### src/rtl/cnts_pkg.sv
// ----------------------------------------------------------------------------
// cnts_pkg
// Shared constants, types and fixed-point helpers of the Crank-Nicolson
// tridiagonal step block.
// ----------------------------------------------------------------------------
package cnts_pkg;

  localparam int GRID_POINTS = 64;
  localparam int IDX_W       = $clog2(GRID_POINTS);
  localparam int CNT_W       = IDX_W + 1;
  localparam int DATA_W      = 32;
  localparam int PROD_W      = 48;
  localparam int ACC_W       = 50;
  localparam int CFG_IDX_W   = 3;
  localparam int DIV_STEPS   = 48;
  localparam int DIV_CNT_W   = $clog2(DIV_STEPS);

  localparam logic signed [DATA_W-1:0] ONE_Q16 = 32'sh0001_0000;
  localparam logic signed [DATA_W-1:0] Q_MAX   = 32'sh7FFF_FFFF;
  localparam logic signed [DATA_W-1:0] Q_MIN   = 32'sh8000_0000;

  // configuration register indexes
  typedef enum logic [CFG_IDX_W-1:0] {
    REG_SUB   = 3'd0,
    REG_DIAG  = 3'd1,
    REG_SUPER = 3'd2,
    REG_RHS   = 3'd3,
    REG_LEFT  = 3'd4
  } cfg_reg_t;

  typedef enum logic [4:0] {
    ST_FILL,
    ST_RD_M1,
    ST_RD_0,
    ST_MUL_C,
    ST_MUL_S,
    ST_MUL_P,
    ST_ACC_P,
    ST_MUL_LC,
    ST_DEN,
    ST_NUM,
    ST_DIVC_GO,
    ST_DIVC_WAIT,
    ST_DIVD_GO,
    ST_DIVD_WAIT,
    ST_BK_RD,
    ST_BK_MUL,
    ST_BK_WR,
    ST_OUT_RD,
    ST_OUT_LD,
    ST_OUT_WAIT
  } state_t;

  typedef enum logic [2:0] {
    MUL_RC_Y0,
    MUL_SUB_YM1,
    MUL_SUP_YP1,
    MUL_A_CP,
    MUL_A_DP,
    MUL_BK
  } mul_sel_t;

  typedef enum logic [1:0] {
    ACC_HOLD,
    ACC_LOAD,
    ACC_SUB
  } acc_op_t;

  // controller to datapath
  typedef struct packed {
    logic             old_we;
    logic             cp_we;
    logic             dp_we;
    logic             dp_bk;
    logic [IDX_W-1:0] waddr;
    logic [IDX_W-1:0] raddr;
    logic             ld_ym1;
    logic             ld_yp1;
    mul_sel_t         mul_sel;
    acc_op_t          acc_op;
    logic             first;
    logic             last_row;
    logic             ld_d;
    logic             ld_den;
    logic             ld_num;
    logic             div_start;
    logic             div_num_sel;
    logic             ld_cp_new;
    logic             fwd_wr;
    logic             ld_dq;
    logic             out_load;
    logic             out_end;
  } cmd_t;

  // datapath to controller
  typedef struct packed {
    logic div_done;
    logic out_xfer;
  } sts_t;

  // Q16.16 product, floored
  function automatic logic signed [PROD_W-1:0] qmul(input logic signed [DATA_W-1:0] x,
                                                     input logic signed [DATA_W-1:0] y);
    logic signed [2*DATA_W-1:0] p;
    p = x * y;
    return p[2*DATA_W-1:16];
  endfunction

  function automatic logic signed [ACC_W-1:0] ext_prod(input logic signed [PROD_W-1:0] v);
    return {{(ACC_W-PROD_W){v[PROD_W-1]}}, v};
  endfunction

  function automatic logic signed [ACC_W-1:0] ext_word(input logic signed [DATA_W-1:0] v);
    return {{(ACC_W-DATA_W){v[DATA_W-1]}}, v};
  endfunction

  // saturate to 32 bits
  function automatic logic signed [DATA_W-1:0] sat32(input logic signed [ACC_W-1:0] v);
    logic fits;
    fits = (v[ACC_W-1:DATA_W-1] == '0) || (v[ACC_W-1:DATA_W-1] == '1);
    if (fits) begin
      return v[DATA_W-1:0];
    end else if (v[ACC_W-1]) begin
      return Q_MIN;
    end else begin
      return Q_MAX;
    end
  endfunction

endpackage

### src/rtl/cnts_ctrl.sv
// ----------------------------------------------------------------------------
// cnts_ctrl
// Sequencer: sample fill, forward elimination, back substitution and
// in-order read-out.
// ----------------------------------------------------------------------------
module cnts_ctrl
  import cnts_pkg::*;
(
  input  logic clk,
  input  logic rst,
  input  logic in_valid,
  input  logic is_final,
  output logic in_ready,
  input  sts_t sts,
  output cmd_t cmd
);

  state_t           state, state_next;
  logic [CNT_W-1:0] cnt;
  logic [CNT_W-1:0] rows;
  logic [CNT_W-1:0] row;
  logic             in_xfer;
  logic             fill_end;
  logic             last_row;

  assign in_xfer  = in_valid && (state == ST_FILL);
  assign fill_end = is_final || (cnt == CNT_W'(GRID_POINTS - 1));
  assign last_row = (row == rows - 1'b1);

  // next state
  always_comb begin
    state_next = state;
    unique case (state)
      ST_FILL:      if (in_xfer && fill_end) state_next = ST_RD_M1;
      ST_RD_M1:     state_next = ST_RD_0;
      ST_RD_0:      state_next = ST_MUL_C;
      ST_MUL_C:     state_next = ST_MUL_S;
      ST_MUL_S:     state_next = ST_MUL_P;
      ST_MUL_P:     state_next = ST_ACC_P;
      ST_ACC_P:     state_next = ST_MUL_LC;
      ST_MUL_LC:    state_next = ST_DEN;
      ST_DEN:       state_next = ST_NUM;
      ST_NUM:       state_next = ST_DIVC_GO;
      ST_DIVC_GO:   state_next = ST_DIVC_WAIT;
      ST_DIVC_WAIT: if (sts.div_done) state_next = ST_DIVD_GO;
      ST_DIVD_GO:   state_next = ST_DIVD_WAIT;
      ST_DIVD_WAIT: begin
        if (sts.div_done) begin
          priority if (!last_row) state_next = ST_RD_M1;
          else if (rows == CNT_W'(1)) state_next = ST_OUT_RD;
          else state_next = ST_BK_RD;
        end
      end
      ST_BK_RD:     state_next = ST_BK_MUL;
      ST_BK_MUL:    state_next = ST_BK_WR;
      ST_BK_WR:     state_next = (row == '0) ? ST_OUT_RD : ST_BK_RD;
      ST_OUT_RD:    state_next = ST_OUT_LD;
      ST_OUT_LD:    state_next = ST_OUT_WAIT;
      ST_OUT_WAIT:  if (sts.out_xfer) state_next = last_row ? ST_FILL : ST_OUT_RD;
      default:      state_next = ST_FILL;
    endcase
  end

  // commands
  always_comb begin
    cmd          = '0;
    cmd.mul_sel  = MUL_RC_Y0;
    cmd.acc_op   = ACC_HOLD;
    cmd.first    = (row == '0);
    cmd.last_row = last_row;
    cmd.waddr    = row[IDX_W-1:0];
    cmd.raddr    = row[IDX_W-1:0];
    in_ready     = 1'b0;
    unique case (state)
      ST_FILL: begin
        in_ready   = 1'b1;
        cmd.old_we = in_valid;
        cmd.waddr  = cnt[IDX_W-1:0];
      end
      ST_RD_M1:  cmd.raddr = IDX_W'(row - 1'b1);
      ST_RD_0:   cmd.ld_ym1 = 1'b1;
      ST_MUL_C: begin
        cmd.mul_sel = MUL_RC_Y0;
        cmd.raddr   = IDX_W'(row + 1'b1);
      end
      ST_MUL_S: begin
        cmd.ld_yp1  = 1'b1;
        cmd.acc_op  = ACC_LOAD;
        cmd.mul_sel = MUL_SUB_YM1;
      end
      ST_MUL_P: begin
        cmd.acc_op  = ACC_SUB;
        cmd.mul_sel = MUL_SUP_YP1;
      end
      ST_ACC_P:  cmd.acc_op = ACC_SUB;
      ST_MUL_LC: begin
        cmd.ld_d    = 1'b1;
        cmd.mul_sel = MUL_A_CP;
      end
      ST_DEN: begin
        cmd.ld_den  = 1'b1;
        cmd.mul_sel = MUL_A_DP;
      end
      ST_NUM:       cmd.ld_num = 1'b1;
      ST_DIVC_GO:   cmd.div_start = 1'b1;
      ST_DIVC_WAIT: cmd.ld_cp_new = sts.div_done;
      ST_DIVD_GO: begin
        cmd.div_start   = 1'b1;
        cmd.div_num_sel = 1'b1;
      end
      ST_DIVD_WAIT: begin
        cmd.fwd_wr = sts.div_done;
        cmd.cp_we  = sts.div_done;
        cmd.dp_we  = sts.div_done;
      end
      ST_BK_RD:  ;
      ST_BK_MUL: begin
        cmd.mul_sel = MUL_BK;
        cmd.ld_dq   = 1'b1;
      end
      ST_BK_WR: begin
        cmd.dp_we = 1'b1;
        cmd.dp_bk = 1'b1;
      end
      ST_OUT_RD: ;
      ST_OUT_LD: begin
        cmd.out_load = 1'b1;
        cmd.out_end  = last_row;
      end
      ST_OUT_WAIT: ;
      default: ;
    endcase
  end

  // state and counters
  always_ff @(posedge clk) begin
    if (rst) begin
      state <= ST_FILL;
      cnt   <= '0;
      rows  <= '0;
      row   <= '0;
    end else begin
      state <= state_next;
      unique case (state)
        ST_FILL: begin
          if (in_xfer) begin
            if (fill_end) begin
              rows <= cnt + 1'b1;
              cnt  <= '0;
              row  <= '0;
            end else begin
              cnt <= cnt + 1'b1;
            end
          end
        end
        ST_DIVD_WAIT: begin
          if (sts.div_done) begin
            priority if (!last_row) row <= row + 1'b1;
            else if (rows == CNT_W'(1)) row <= '0;
            else row <= rows - CNT_W'(2);
          end
        end
        ST_BK_WR:    if (row != '0) row <= row - 1'b1;
        ST_OUT_WAIT: if (sts.out_xfer) row <= last_row ? '0 : row + 1'b1;
        default: ;
      endcase
    end
  end

endmodule

### config.mk
export PLATFORM = sky130hd
export DESIGN_NAME = cnts_ctrl
export DESIGN_NICKNAME = d
export VERILOG_FILES = /design/src/rtl/cnts_pkg.sv /design/src/rtl/cnts_ctrl.sv
export SDC_FILE = /design/constraint.sdc
export NUM_CORES = 1
export LEC_CHECK = 0
export ABC_AREA = 1
export BUFFER_PORTS_ARGS = -buffer_cell sky130_fd_sc_hd__buf_2
export CAP_MARGIN = 20
export CORE_UTILIZATION = 30
export CTS_CLUSTER_DIAMETER = 80
export CTS_CLUSTER_SIZE = 12
export DETAILED_ROUTE_END_ITERATION = 16
export PLACE_DENSITY = 0.59
export REMOVE_ABC_BUFFERS = 1
export SKIP_CTS_REPAIR_TIMING = 1
export SYNTH_ARGS = -nofsm -noshare
export SYNTH_HDL_FRONTEND = slang
export SYNTH_SLANG_ARGS = --single-unit
### constraint.sdc
create_clock -name clk -period 3.2 [get_ports clk]
set_input_delay 0.16 -clock clk [delete_from_list [all_inputs] [get_ports clk]]
set_output_delay 0.16 -clock clk [all_outputs]
set_load 0.005 [all_outputs]
# ---- Word level (Yosys, flattened, before mapping)
# Index checks and enable logic that the tools add are counted.
dict set report totals {
  regBits 26
  out_inout_bits 36
  elab_cells 89
  n_memories 0
  in_bits 6
  rom_bits 0
  mem_bits_rw 0
  latch_bits 0
}
dict set report op_classes {
  magnitude_cmp 0
  n_shift 0
  bitwise_logic 0
  addsub 5
  n_mux 38
  n_reduce_logical 13
  n_eq_ne 29
  div_mod_pow 0
  mul 0
}
# cell count
set ops {}
lappend ops {{$pmux W5 S20} 1}
lappend ops {{$mux W7} 9}
lappend ops {{$eq A5 B4 Y1 const B} 8}
lappend ops {{$mux W5} 8}
lappend ops {{$pmux W7 S4} 1}
lappend ops {{$eq A5 B3 Y1 const B} 4}
lappend ops {{$eq A5 B5 Y1 const B} 4}
lappend ops {{$pmux W3 S5} 1}
lappend ops {{$add A7 B1 Y7 const B} 2}
lappend ops {{$sub A7 B1 Y7 const B} 2}
lappend ops {{$mux W1} 13}
lappend ops {{$ne A2 B2 Y1 const B} 6}
lappend ops {{$pmux W6 S2} 1}
lappend ops {{$eq A5 B2 Y1 const B} 2}
lappend ops {{$eq A7 B1 Y1 const B} 1}
lappend ops {{$eq A7 B6 Y1 const B} 1}
lappend ops {{$eq A7 B7 Y1} 1}
lappend ops {{$logic_not A7 Y1} 1}
lappend ops {{$reduce_bool A7 Y1} 1}
lappend ops {{$sub A7 B2 Y7 const B} 1}
lappend ops {{$mux W6} 1}
lappend ops {{$reduce_and A6 Y1} 1}
lappend ops {{$eq A5 B1 Y1 const B} 1}
lappend ops {{$logic_not A5 Y1} 1}
lappend ops {{other kinds (11)} 13}

# ---- Depth between registers and ports, before layout
# Gate-level depths: netlist of run 1.
dict set report depth {
  word_depth 5
  depth_mapped 17
  mapped_depth_nobuf 16
}

# ---- Least setup slack after synthesis of run 1
# No wires, ideal clock.
dict set report synth_path {
  path_kind {register -> register}
  start {register rows[0]}
  end {register state[0]}
  setup_ns 0.132
  t_arrival_ns 1.729
  synth_period_minus_slack_ns 1.861
  n_path_buf 1
  path_slack_ns 1.339
  path_stages_with_launch 15
  t_required_ns 3.068
  path_cell_list {dfxtp_1 inv_1 ha_1 inv_1 nand2_1 nand2_1 nor2_1 nand3_1 nor2_1 nand3_1 buf_2 a21oi_1 nand3_1 nand2_1 a21oi_1}
}
dict set report synth_between {
  elab_chain_len 5
  elab_cells_between_ends 9
  cone_classes {add/sub (1); eq/ne (2); mux (6)}
}
# item line_no
set synth_rtl {}
lappend synth_rtl {{start, declared} cnts_ctrl.sv:20} ;# logic [CNT_W-1:0] rows;
lappend synth_rtl {{start signal, assigned} cnts_ctrl.sv:148} ;# rows <= cnt + 1'b1;
lappend synth_rtl {{$sub A7 B1 Y7 / $eq A7 B1 Y1 (equally long branches)} {cnts_ctrl.sv:28, cnts_ctrl.sv:50}}
lappend synth_rtl {{$eq A7 B7 Y1 / $mux W5 (equally long branches)} {cnts_ctrl.sv:28, cnts_ctrl.sv:50}}
lappend synth_rtl {{$mux W5 (on tied branches)} {cnts_ctrl.sv:59, cnts_ctrl.sv:49}}
lappend synth_rtl {{$mux W5 (on tied branches)} {cnts_ctrl.sv:59, cnts_ctrl.sv:48}}
lappend synth_rtl {{$pmux W5 S20 (*)} cnts_ctrl.sv:33} ;# unique case (state)
lappend synth_rtl {{end signal, assigned} cnts_ctrl.sv:143} ;# state <= state_next;
lappend synth_rtl {{end, declared} cnts_ctrl.sv:18} ;# state_t state, state_next;
# Mark *: on every way between the ends. The rest lies on a longest branch, timed or not. The select of a mux whose other input is x is not followed.
# A chain may end at the register's enable or synchronous reset.

# ---- Worst setup path in the final report of run 1
dict set report layout_path {
  start {register rows[0]}
  end {register row[4]}
}
dict set report layout_between {
  elab_chain_len 5
  elab_cells_between_ends 10
  cone_classes {add/sub (2); eq/ne (2); mux (6)}
}
# item line_no
set layout_rtl {}
lappend layout_rtl {{$sub A7 B1 Y7 (tied with other cells)} cnts_ctrl.sv:28} ;# assign last_row = (row == rows - 1'b1);
lappend layout_rtl {{$eq A7 B7 Y1 / $mux W7 (equally long branches)} {cnts_ctrl.sv:28, cnts_ctrl.sv:159}}
lappend layout_rtl {{$mux W7 (on tied branches)} {cnts_ctrl.sv:164, cnts_ctrl.sv:158}}
lappend layout_rtl {{$mux W7 (on tied branches)} {cnts_ctrl.sv:164, cnts_ctrl.sv:157}}
lappend layout_rtl {{$pmux W7 S4 (*)} cnts_ctrl.sv:144} ;# unique case (state)
lappend layout_rtl {{end signal, assigned} cnts_ctrl.sv:160} ;# else row <= rows - CNT_W'(2);
lappend layout_rtl {{end signal, assigned} cnts_ctrl.sv:163} ;# ST_BK_WR: if (row != '0) row <= row - 1'b1;
lappend layout_rtl {{end signal, assigned} cnts_ctrl.sv:164} ;# ST_OUT_WAIT: if (sts.out_xfer) row <= last_row ? '0 : row + 1'b1;
lappend layout_rtl {{end, declared} cnts_ctrl.sv:21} ;# logic [CNT_W-1:0] row;
# Marked as above.

==> results of run 1 <==
## cell usage in the layout, fill, tap and decap left out, types with 8 or more instances in the layout
cell	instances
a211oi_1	8
a21oi_1	19
buf_2	41
dfxtp_1	26
ha_1	8
inv_1	51
nand2_1	126
nand3_1	40
nand4_1	8
nor2_1	52
o21ai_0	11
xor2_1	16
## per-stage QoR
| step | worst slack (ns) | hold slack, ns |
|---|---|---|
| floorplan | 1.18 | 0.229 |
| global placement | 0.683 | 0.458 |
| detailed placement | 0.615 | 0.458 |
| CTS | 0.581 | 0.164 |
| global route | 0.238 | 0.199 |
| finish | 0.560 | 0.173 |
## worst max path at each step
stage | cells past startpoint | end
final | 14 | row[4]$_SDFFE_PP0P_
after global routing | 14 | row[1]$_SDFFE_PP0P_
after CTS | 11 | cmd[0]
after detailed placement | 14 | row[6]$_SDFFE_PP0P_
after global placement | 14 | row[0]$_SDFFE_PP0P_
after floorplan | 14 | row[4]$_SDFFE_PP0P_
## sequential cells by signal (all words and copies together), names as in the netlist
register / flops
row: 7
state: 5
rows: 7
cnt: 7
## area by class of cell
cell class | count | area [µm²] | share of cell area
timing repair buffer | 42 | 213 | 0.0758
tap | 102 | 128 | 0.0455
multi-input combinational | 326 | 1660 | 0.592
clock inverter | 1 | 30.0 | 0.0107
clock buffer | 3 | 41.3 | 0.0147
sequential | 26 | 520 | 0.185
inverter | 57 | 214 | 0.0762
## layer usage
layer  up-vias  share of wire  wire length [µm]  GRT usage
met5         -              0                 0          0
met3        12          0.036               259     0.0230
met1      1230           0.46              3290      0.221
met2        60           0.49              3510      0.315
li1       1416              -                 -          -
met4         0          0.021               154     0.0586
## cell families after synthesis
group           count (synthesis)  share of synthesized area
fa+ha+maj                       8                     0.0408
compound gates                 49                      0.120
xor+xnor                       17                     0.0607
flops                          26                      0.212
simple gates                  252                      0.456
buf+inv                        68                      0.110
## worst reg2reg max path: stages (launching register included)
cell     delay, ns
dfxtp_1       0.44
inv_1         0.12
ha_1          0.32
inv_1         0.05
nand2_1       0.08
nand2_1       0.05
nor2_1        0.08
nand3_1       0.08
nor2_1        0.17
nand3_1       0.43
nor2_2        0.38
nand3_1       0.11
nand2_1       0.08
nand2_1       0.05
a21oi_1       0.12
## power by group through the flow
stage	clock network, mW	logic, mW	registers [mW]
floorplan	0	0.342	0.370
global placement	0	0.465	0.378
detailed placement	0	0.467	0.379
CTS	0.291	0.470	0.371
global route	0.307	0.547	0.376
finish	0.285	0.467	0.371
==> parameters.txt, run 1 <==
Parameter                              Value

CTS
  Maximum buffer depth of the clock tree    2
  Deepest level of the CTS H-tree    1
  Clock root buffer    clkbuf_8
  Sink count of the clock tree    26
  CTS tree    built
  Number of buffers created by CTS    3
  Clock slew at reported path FFs    0.10 ns
  Clock latency on the worst-skew pair    0.28 ns

STA
  Final setup TNS    0 ns
  Setup violations, final    0
  Worst slew slack as a fraction of its limit    0.508
  Slew at the pin closest to its max-slew limit    0.733 ns
  Clock skew after layout    0.00367 ns
  Tmin final    2.64 ns
  Maximum clock frequency    0.379 GHz
  Setup repair after global routing missed its margin    no
  Final worst-path cycle share    0.825
  Max-slew violation total from the final report    0
  Final hold violation count    0

Setup path
  Critical path required time    3.41 ns
  Maximum fanout along the worst path    13
  Cell type with the highest occurrence count on the critical path    nand2_1
  Setup Crit Path Kind    reg2reg
  R2R setup slack    0.56 ns
  Worst r2r dst    row[4]$_SDFFE_PP0P_
  Number of cell instances on the worst register-to-register path    14
  Cell-by-cell trace of the critical path    inv_1 -> ha_1 -> inv_1 -> nand2_1 -> nand2_1 -> nor2_1 -> nand3_1 -> nor2_1 -> nand3_1 -> nor2_2 -> nand3_1 -> nand2_1 -> nand2_1 -> a21oi_1
  Critical path endpoint category    flop
  Combined buffer and inverter count along the critical path    2
  Crit. Startpoint    rows[0]$_SDFFE_PP0P_
  Worst flop-to-flop path startpoint    rows[0]$_SDFFE_PP0P_
  Kind of start point of the critical path    flop
  Longest individual stage delay on the worst path    0.44 ns
  Highest-delay cell along the critical path    dfxtp_1
  Family with the most delay on the worst path    simple AND/OR/NAND/NOR gates
  Data arrival time of the critical path    2.85 ns

Global route
  Gr ovfl total    0
  Pin count of the biggest net entering global routing    27
  Initial antenna violation count    0
  Vias in the first global route    2581
  GR Util All Layers    0.178
  Wire length of the first global-routing pass    12300 µm

Synthesis
  Top-count cell post-synth    nand2_1
  Cells taking the most area after synthesis    dfxtp_1 (21%), nand2_1 (19%), nand3_1 (8.2%), nor2_1 (8.0%), inv_1 (7.8%)
  Most area-hungry cell type in the Yosys netlist    dfxtp_1
  Number of distinct library cells after synthesis    37
  Post-synthesis sequential area ratio    0.212
  Post-synth top area share    0.212
  Number of flops mapped to enable cells by yosys    0
  Dominant register cell in the synthesized netlist    dfxtp_1
  Number of instances in the synthesized netlist    420
  Post-synthesis area per instance    5.84 µm²
  Cell Area, Synth    2450 µm²
  Top cell types by occurrence after synthesis    nand2_1 (126), nor2_1 (52), inv_1 (51)
  FF+latch count, synth    26
  Async set-or-reset flop fraction in the synthesized netlist    0
  Yosys Warn Count    0

Detailed routing
  Initial DRT Pass Iterations    4
  Total wirelength of the detailed-routed design    7220 µm
  Average vias per placed instance    4.88
  Number of remaining DRC errors    0
  Post-DR wirelength/cell    13.0 µm
  Total number of vias    2718
  Count of routing violations after the opening detailed-route iteration    240
  ANT nets after route    0

Placement
  Cell area reported after detailed placement    2740 µm²
  Placed instance count    553
  Global placer's final weighted congestion    0.922
  Port Buffer Count    41
  Estimated wirelength of the detail-placed design    5750 µm

Pwr
  Proportion of power drawn by the clock network    0.254
  Worst IR Drop VDD    0.178 mV
  Power consumption    1.12 mW
  Combinational share of power    0.416
  Leakage component of the power    1.39 nW
  Fraction of power spent switching nets    0.406
  Power density normalized to cell area    400 nW/µm²
  Sequential share of power    0.331
  Internal Pwr Total    0.668 mW
  Net Switching    0.456 mW

Floorplan
  Number of cell rows    32
  Number of primary I/O pins    42
  Die extent in x    92.4 µm
  Die outline height    92.4 µm
  Initial core utilization    0.314
  Die Footprint    8540 µm²
  Core Area    7810 µm²

Final layout
  Fill cell count    872
  Fin nets    470
  Share of layout cells above drive strength 1    0.154
  Fin cells    557
  Utilization of the core after routing    0.360
  Inserted Diodes    0
  Post-route design area    2810 µm²
  Area grow syn2layout    14.5%

Run status
  Result of the run    completed

Hold path
  Hold path depth    3
  WHS Endpoint    state[4]$_SDFFE_PP0P_
  Hold crit path type    in2reg
  Origin of the worst min-delay path    sts[0]

Flow run
  Max cap viols    0
Note: power is estimated with default switching activity, not from simulation.
==> run 2, diff against run 1 <==
ABC_AREA = 0   (was 1)
clock period = 2.45 ns   (was 3.2 ns; I/O delays follow)
==> run 2 against run 1 <==
Net effect:
- sequential share of layout area shrank 1.7 points
- cell count shrank 11%
- register-to-register slack lost 0.36 ns
- flip-flop and latch count is the same
- largest power group is now registers
- die area grew 7.8%
- cell area grew 10%
==> parameters.txt, run 2 <==
Parameter                              Value

Flow run
  Max cap viols    0

Synthesis
  Top cell types by occurrence after synthesis    nor2_1 (43), nand2_1 (35), a21oi_1 (28)
  Number of instances in the synthesized netlist    346
  Post-synth top area share    0.197
  FF+latch count, synth    26
  Number of distinct library cells after synthesis    71
  Top-count cell post-synth    nor2_1
  Dominant register cell in the synthesized netlist    dfxtp_1
  Post-synthesis sequential area ratio    0.197
  Post-synthesis area per instance    7.65 µm²
  Async set-or-reset flop fraction in the synthesized netlist    0
  Yosys Warn Count    0
  Number of flops mapped to enable cells by yosys    0
  Cells taking the most area after synthesis    dfxtp_1 (20%), nor2_1 (6.1%), xnor2_1 (5.6%), a21oi_1 (5.3%), nand2_1 (5.0%)
  Cell Area, Synth    2650 µm²
  Most area-hungry cell type in the Yosys netlist    dfxtp_1

Final layout
  Top library cells by usage in the layout, fill and taps aside    nor2_1 (43), buf_2 (41), nand2_1 (35)
  Fill cell count    886
  Utilization of the core after routing    0.369
  Area grow syn2layout    16.7%
  Share of layout cells above drive strength 1    0.286
  Most common library cell in the layout ignoring fill and taps    nor2_1
  Fin nets    403
  Leading registers by flop count    cnt (7), row (7), rows (7)
  Inserted Diodes    0

Setup path
  Kind of start point of the critical path    flop
  Worst flop-to-flop path startpoint    rows[1]$_SDFFE_PP0P_
  Worst r2r dst    row[4]$_SDFFE_PP0P_
  R2R setup slack    0.20 ns
  Maximum fanout along the worst path    7
  Critical path endpoint category    output port
  Data arrival time of the critical path    2.14 ns
  Number of cell instances on the worst register-to-register path    8
  Setup Crit Path Kind    reg2out
  Critical path required time    2.33 ns

Global route
  Initial antenna violation count    0
  Pin count of the biggest net entering global routing    25
  Gr ovfl total    0
  Wire length of the first global-routing pass    11600 µm
  GR Util All Layers    0.164
  Vias in the first global route    2283

Pwr
  Power density normalized to cell area    360 nW/µm²
  Leakage component of the power    1.29 nW
  Worst IR Drop VDD    0.275 mV

CTS
  Number of buffers created by CTS    3
  Clock slew at reported path FFs    0.11 ns
  Clock latency on the worst-skew pair    0.28 ns
  CTS tree    built
  Maximum buffer depth of the clock tree    2
  Deepest level of the CTS H-tree    1
  Clock root buffer    clkbuf_8
  Sink count of the clock tree    26

STA
  Setup violations, final    0
  Setup repair after global routing missed its margin    no
  Least setup slack across all paths after layout    0.183 ns
  Final setup TNS    0 ns
  Minimum hold slack    0.187 ns
  Final worst-path cycle share    0.925
  Maximum clock frequency    0.441 GHz
  Slew at the pin closest to its max-slew limit    0.510 ns
  Worst slew slack as a fraction of its limit    0.660
  Final hold violation count    0
  Tmin final    2.27 ns
  Clock skew after layout    0.00367 ns
  Max-slew violation total from the final report    0

Floorplan
  Number of primary I/O pins    42
  Die extent in x    95.9 µm
  Die Footprint    9200 µm²
  Number of cell rows    33
  Die outline height    95.9 µm
  Core Area    8380 µm²
  Initial core utilization    0.316

Detailed routing
  Total number of vias    2557
  Average vias per placed instance    5.19
  Count of routing violations after the opening detailed-route iteration    100
  Post-DR wirelength/cell    14.7 µm
  Initial DRT Pass Iterations    4
  ANT nets after route    0
  Number of remaining DRC errors    0
  Total wirelength of the detailed-routed design    7240 µm

Hold path
  Origin of the worst min-delay path    sts[1]
  Hold path depth    3
  WHS Endpoint    state[2]$_SDFFE_PP0P_
  Hold crit path type    in2reg

Placement
  Worst slack after detailed placement    0.0928 ns
  Port Buffer Count    41
  Global placer's final weighted congestion    0.885
  Estimated wirelength of the detail-placed design    5770 µm

Run status
  Result of the run    completed
==> run 2: cell count changes in the layout (fill, tap and decap cells not counted), moves of 8 or more <==
cell,change
buf_4,+21
xnor2_1,+16
mux2_2,+8
nand3_1,-32
nor2_1,-9
nand2_1,-91
a21oi_1,+9
inv_1,-42
==> run 2: per-stage QoR <==
step / total power, mW / instance area [µm²] / std cells
floorplan: 0.650 / 2510 / 321
global placement: 0.736 / 3010 / 489
detailed placement: 0.739 / 3010 / 489
CTS: 1.12 / 3080 / 493
global route: 1.16 / 3090 / 493
finish: 1.11 / 3090 / 493
==> run 2: layout make-up <==
class / count / area [µm²] / area share
multi-input cells: 284 / 1950 / 0.631
flip-flops and latches: 26 / 520 / 0.168
repair buffers: 63 / 370 / 0.120
well taps: 105 / 131 / 0.0425
inverters: 11 / 46.3 / 0.0150
clock buffers: 3 / 41.3 / 0.0134
clock inverters: 1 / 30.0 / 0.00972
==> run 2: per-layer routing <==
layer,share of wire,wire [µm],GRT usage
met4,0.011,76,0.0299
met1,0.49,3530,0.224
met3,0.041,300,0.0292
met2,0.46,3320,0.269
met5,0,0,0
==> run 2: worst max path at each step <==
stage	end	start	slack (ns)	depth (start not counted)
finish	cmd[0]	rows[1]$_SDFFE_PP0P_	0.18	9
global route	cmd[0]	rows[1]$_SDFFE_PP0P_	0.01	9
CTS	cmd[0]	rows[1]$_SDFFE_PP0P_	0.04	9
detailed placement	row[2]$_SDFFE_PP0P_	rows[1]$_SDFFE_PP0P_	0.09	9
global placement	row[2]$_SDFFE_PP0P_	rows[1]$_SDFFE_PP0P_	0.16	9
floorplan	row[2]$_SDFFE_PP0P_	rows[2]$_SDFFE_PP0P_	-0.04	9
==> run 2: critical path: stages, from the launching register on <==
cell and delay [ns]:
dfxtp_1 0.33, inv_2 0.12, ha_2 0.22, a21boi_2 0.21
nand2_1 0.11, xnor2_2 0.19, nor3_4 0.27, buf_4 0.18
and2_1 0.11, buf_2 0.10
==> run 2: cell families (layout without fill, tap and decap cells) <==
kind of cell / count (synthesis) / count (layout) / share of synthesized area
adders and majority gates: 9 / 9 / 0.0416
buffers and inverters: 36 / 78 / 0.0690
muxes: 10 / 10 / 0.0416
AOI/OAI and AO/OA: 82 / 82 / 0.221
and+or+nand+nor: 153 / 153 / 0.315
xor gates and xnor gates: 30 / 30 / 0.115
DFF: 26 / 26 / 0.197
==> run 2: power by group <==
part,total (mW),internal [mW],switching [mW]
clock network,0.382,0.219,0.162
logic,0.281,0.121,0.160
registers,0.449,0.433,0.0160
==> run 3, diff against run 2 <==
ABC_AREA = 1   (was 0)
==> run 3 against run 2 <==
Net effect:
- cell count up 14%
- first-iteration DRC count up 47%
- sequential share of layout area up 1.6 points
- clock power down 2%
- routed wire length up 3.1%
- combinational power up 120%
- critical path type unchanged
- largest cell class unchanged
==> parameters.txt, run 3 (synthesized netlist as in run 1, its figures left out) <==
Parameter                              Value

Final layout
  Utilization of the core after routing    0.365
  Top library cells by usage in the layout, fill and taps aside    nand2_1 (126), nor2_1 (51), inv_1 (50)
  Inserted Diodes    0
  Most common library cell in the layout ignoring fill and taps    nand2_1
  Leading registers by flop count    cnt (7), row (7), rows (7)
  Area grow syn2layout    16.2%
  Fin nets    474
  Fin cells    561
  Post-route design area    2850 µm²
  Fill cell count    886
  Share of layout cells above drive strength 1    0.172

CTS
  Clock root buffer    clkbuf_8
  Maximum buffer depth of the clock tree    2
  Sink count of the clock tree    26
  Number of buffers created by CTS    3
  Clock slew at reported path FFs    0.10 ns
  CTS tree    built
  Deepest level of the CTS H-tree    1
  Clock latency on the worst-skew pair    0.28 ns

Setup path
  R2R setup slack    0.32 ns
  Cell type with the highest occurrence count on the critical path    nor2_1
  Combined buffer and inverter count along the critical path    4
  Critical path required time    2.33 ns
  Highest-delay cell along the critical path    dfxtp_4
  Maximum fanout along the worst path    12
  Family with the most delay on the worst path    simple AND/OR/NAND/NOR gates
  Data arrival time of the critical path    2.13 ns
  Setup Crit Path Kind    reg2out
  Worst flop-to-flop path startpoint    cnt[0]$_SDFFE_PP0P_
  Cell-by-cell trace of the critical path    inv_1 -> ha_2 -> inv_1 -> nand2_1 -> nand2_1 -> nor2_1 -> nand3_1 -> nor2_1 -> nand3_1 -> buf_4 -> nor2_1 -> buf_2
  Worst r2r dst    row[0]$_SDFFE_PP0P_
  Longest individual stage delay on the worst path    0.39 ns
  Number of cell instances on the worst register-to-register path    11
  Kind of start point of the critical path    flop
  Critical path endpoint category    output port

Flow run
  Max cap viols    0

Pwr
  Net Switching    0.602 mW
  Leakage component of the power    1.41 nW
  Combinational share of power    0.419
  Power density normalized to cell area    519 nW/µm²
  Worst IR Drop VDD    0.203 mV
  Proportion of power drawn by the clock network    0.253
  Sequential share of power    0.328
  Power consumption    1.48 mW
  Internal Pwr Total    0.877 mW
  Fraction of power spent switching nets    0.407

Global route
  Pin count of the biggest net entering global routing    27
  GR Util All Layers    0.185
  Initial antenna violation count    0
  Gr ovfl total    0
  Vias in the first global route    2664
  Wire length of the first global-routing pass    12600 µm

STA
  Worst slew slack as a fraction of its limit    0.382
  Final worst-path cycle share    0.918
  Minimum hold slack    0.117 ns
  Least setup slack across all paths after layout    0.200 ns
  Slew at the pin closest to its max-slew limit    0.919 ns
  Max-slew violation total from the final report    0
  Final hold violation count    0
  Maximum clock frequency    0.445 GHz
  Setup repair after global routing missed its margin    no
  Setup violations, final    0
  Tmin final    2.25 ns
  Clock skew after layout    0.00638 ns
  Final setup TNS    0 ns

Detailed routing
  Highest metal layer with signal wires    met4
  Total number of vias    2726
  Initial DRT Pass Iterations    4
  Total wirelength of the detailed-routed design    7460 µm
  Total routed wire length on the met1 layer    3280 µm
  Count of routing violations after the opening detailed-route iteration    147
  ANT nets after route    0
  Wire length on met3    311 µm
  Average vias per placed instance    4.86
  Number of remaining DRC errors    0
  Post-DR wirelength/cell    13.3 µm
  Routed met2 length    3600 µm

Hold path
  Hold crit path type    in2reg
  WHS Endpoint    state[4]$_SDFFE_PP0P_
  Origin of the worst min-delay path    sts[0]
  Hold path depth    3

Placement
  Placed instance count    557
  Estimated wirelength of the detail-placed design    5890 µm
  Port Buffer Count    41
  Worst slack after detailed placement    0.297 ns
  Global placer's final weighted congestion    0.911
  Cell area reported after detailed placement    2770 µm²

Floorplan
  Core Area    7810 µm²
  Die extent in x    92.4 µm
  Number of cell rows    32
  Number of primary I/O pins    42
  Initial core utilization    0.314
  Die outline height    92.4 µm
  Die Footprint    8540 µm²

Run status
  Result of the run    completed
-- run 3: changes by cell type in the layout (fill, tap and decap cells not counted), moves of 6 or more --
cell / change
nand3_1: +32
nand2b_1: -6
nand4_1: +7
inv_1: +41
mux2_2: -8
nand2_1: +91
xor2_1: +7
nor3_1: -7
a21oi_1: -9
xnor2_1: -16
nor2_1: +8
buf_4: -17
-- run 3: cell type report --
| type | count | area [µm²] | share of cell area |
|---|---|---|---|
| inverters | 57 | 214 | 0.0751 |
| well taps | 102 | 128 | 0.0448 |
| clock inverters | 1 | 30.0 | 0.0105 |
| multi-input cells | 326 | 1670 | 0.586 |
| repair buffers | 46 | 243 | 0.0852 |
| flip-flops and latches | 26 | 524 | 0.184 |
| clock buffers | 3 | 41.3 | 0.0145 |
-- run 3: worst register-to-register path, delay by kind of cell, from the launching register on --
family,cells,cell delay (ns)
AND/OR/NAND/NOR,8,1.11
flip-flops,1,0.43
AO/OA/AOI/OAI,2,0.31
adder cells (fa/ha/maj),1,0.21
-- run 3: worst max path at each step --
stage | from | endpoint | slack, ns | depth (start not counted)
floorplan | rows[0]$_SDFFE_PP0P_ | row[5]$_SDFFE_PP0P_ | 0.43 | 14
global placement | rows[0]$_SDFFE_PP0P_ | row[0]$_SDFFE_PP0P_ | 0.32 | 16
detailed placement | rows[0]$_SDFFE_PP0P_ | row[0]$_SDFFE_PP0P_ | 0.30 | 16
CTS | rows[0]$_SDFFE_PP0P_ | cmd[0] | 0.12 | 12
global route | rows[0]$_SDFFE_PP0P_ | cmd[0] | 0.02 | 12
finish | rows[0]$_SDFFE_PP0P_ | cmd[0] | 0.20 | 12
-- run 3: power groups by stage --
stage / Clock [mW] / Combinational (mW) / Sequential, mW
final: 0.373 / 0.620 / 0.486
after global placement: 0 / 0.608 / 0.494
after floorplan: 0 / 0.447 / 0.483
after global routing: 0.398 / 0.715 / 0.491
after CTS: 0.382 / 0.614 / 0.484
after detailed placement: 0 / 0.614 / 0.494
-- run 3: layer usage --
metal / vias to the layer above / track usage
li1: 1416 / -
met1: 1225 / 0.219
met2: 67 / 0.333
met3: 18 / 0.0213
met4: 0 / 0.0820
met5: - / 0
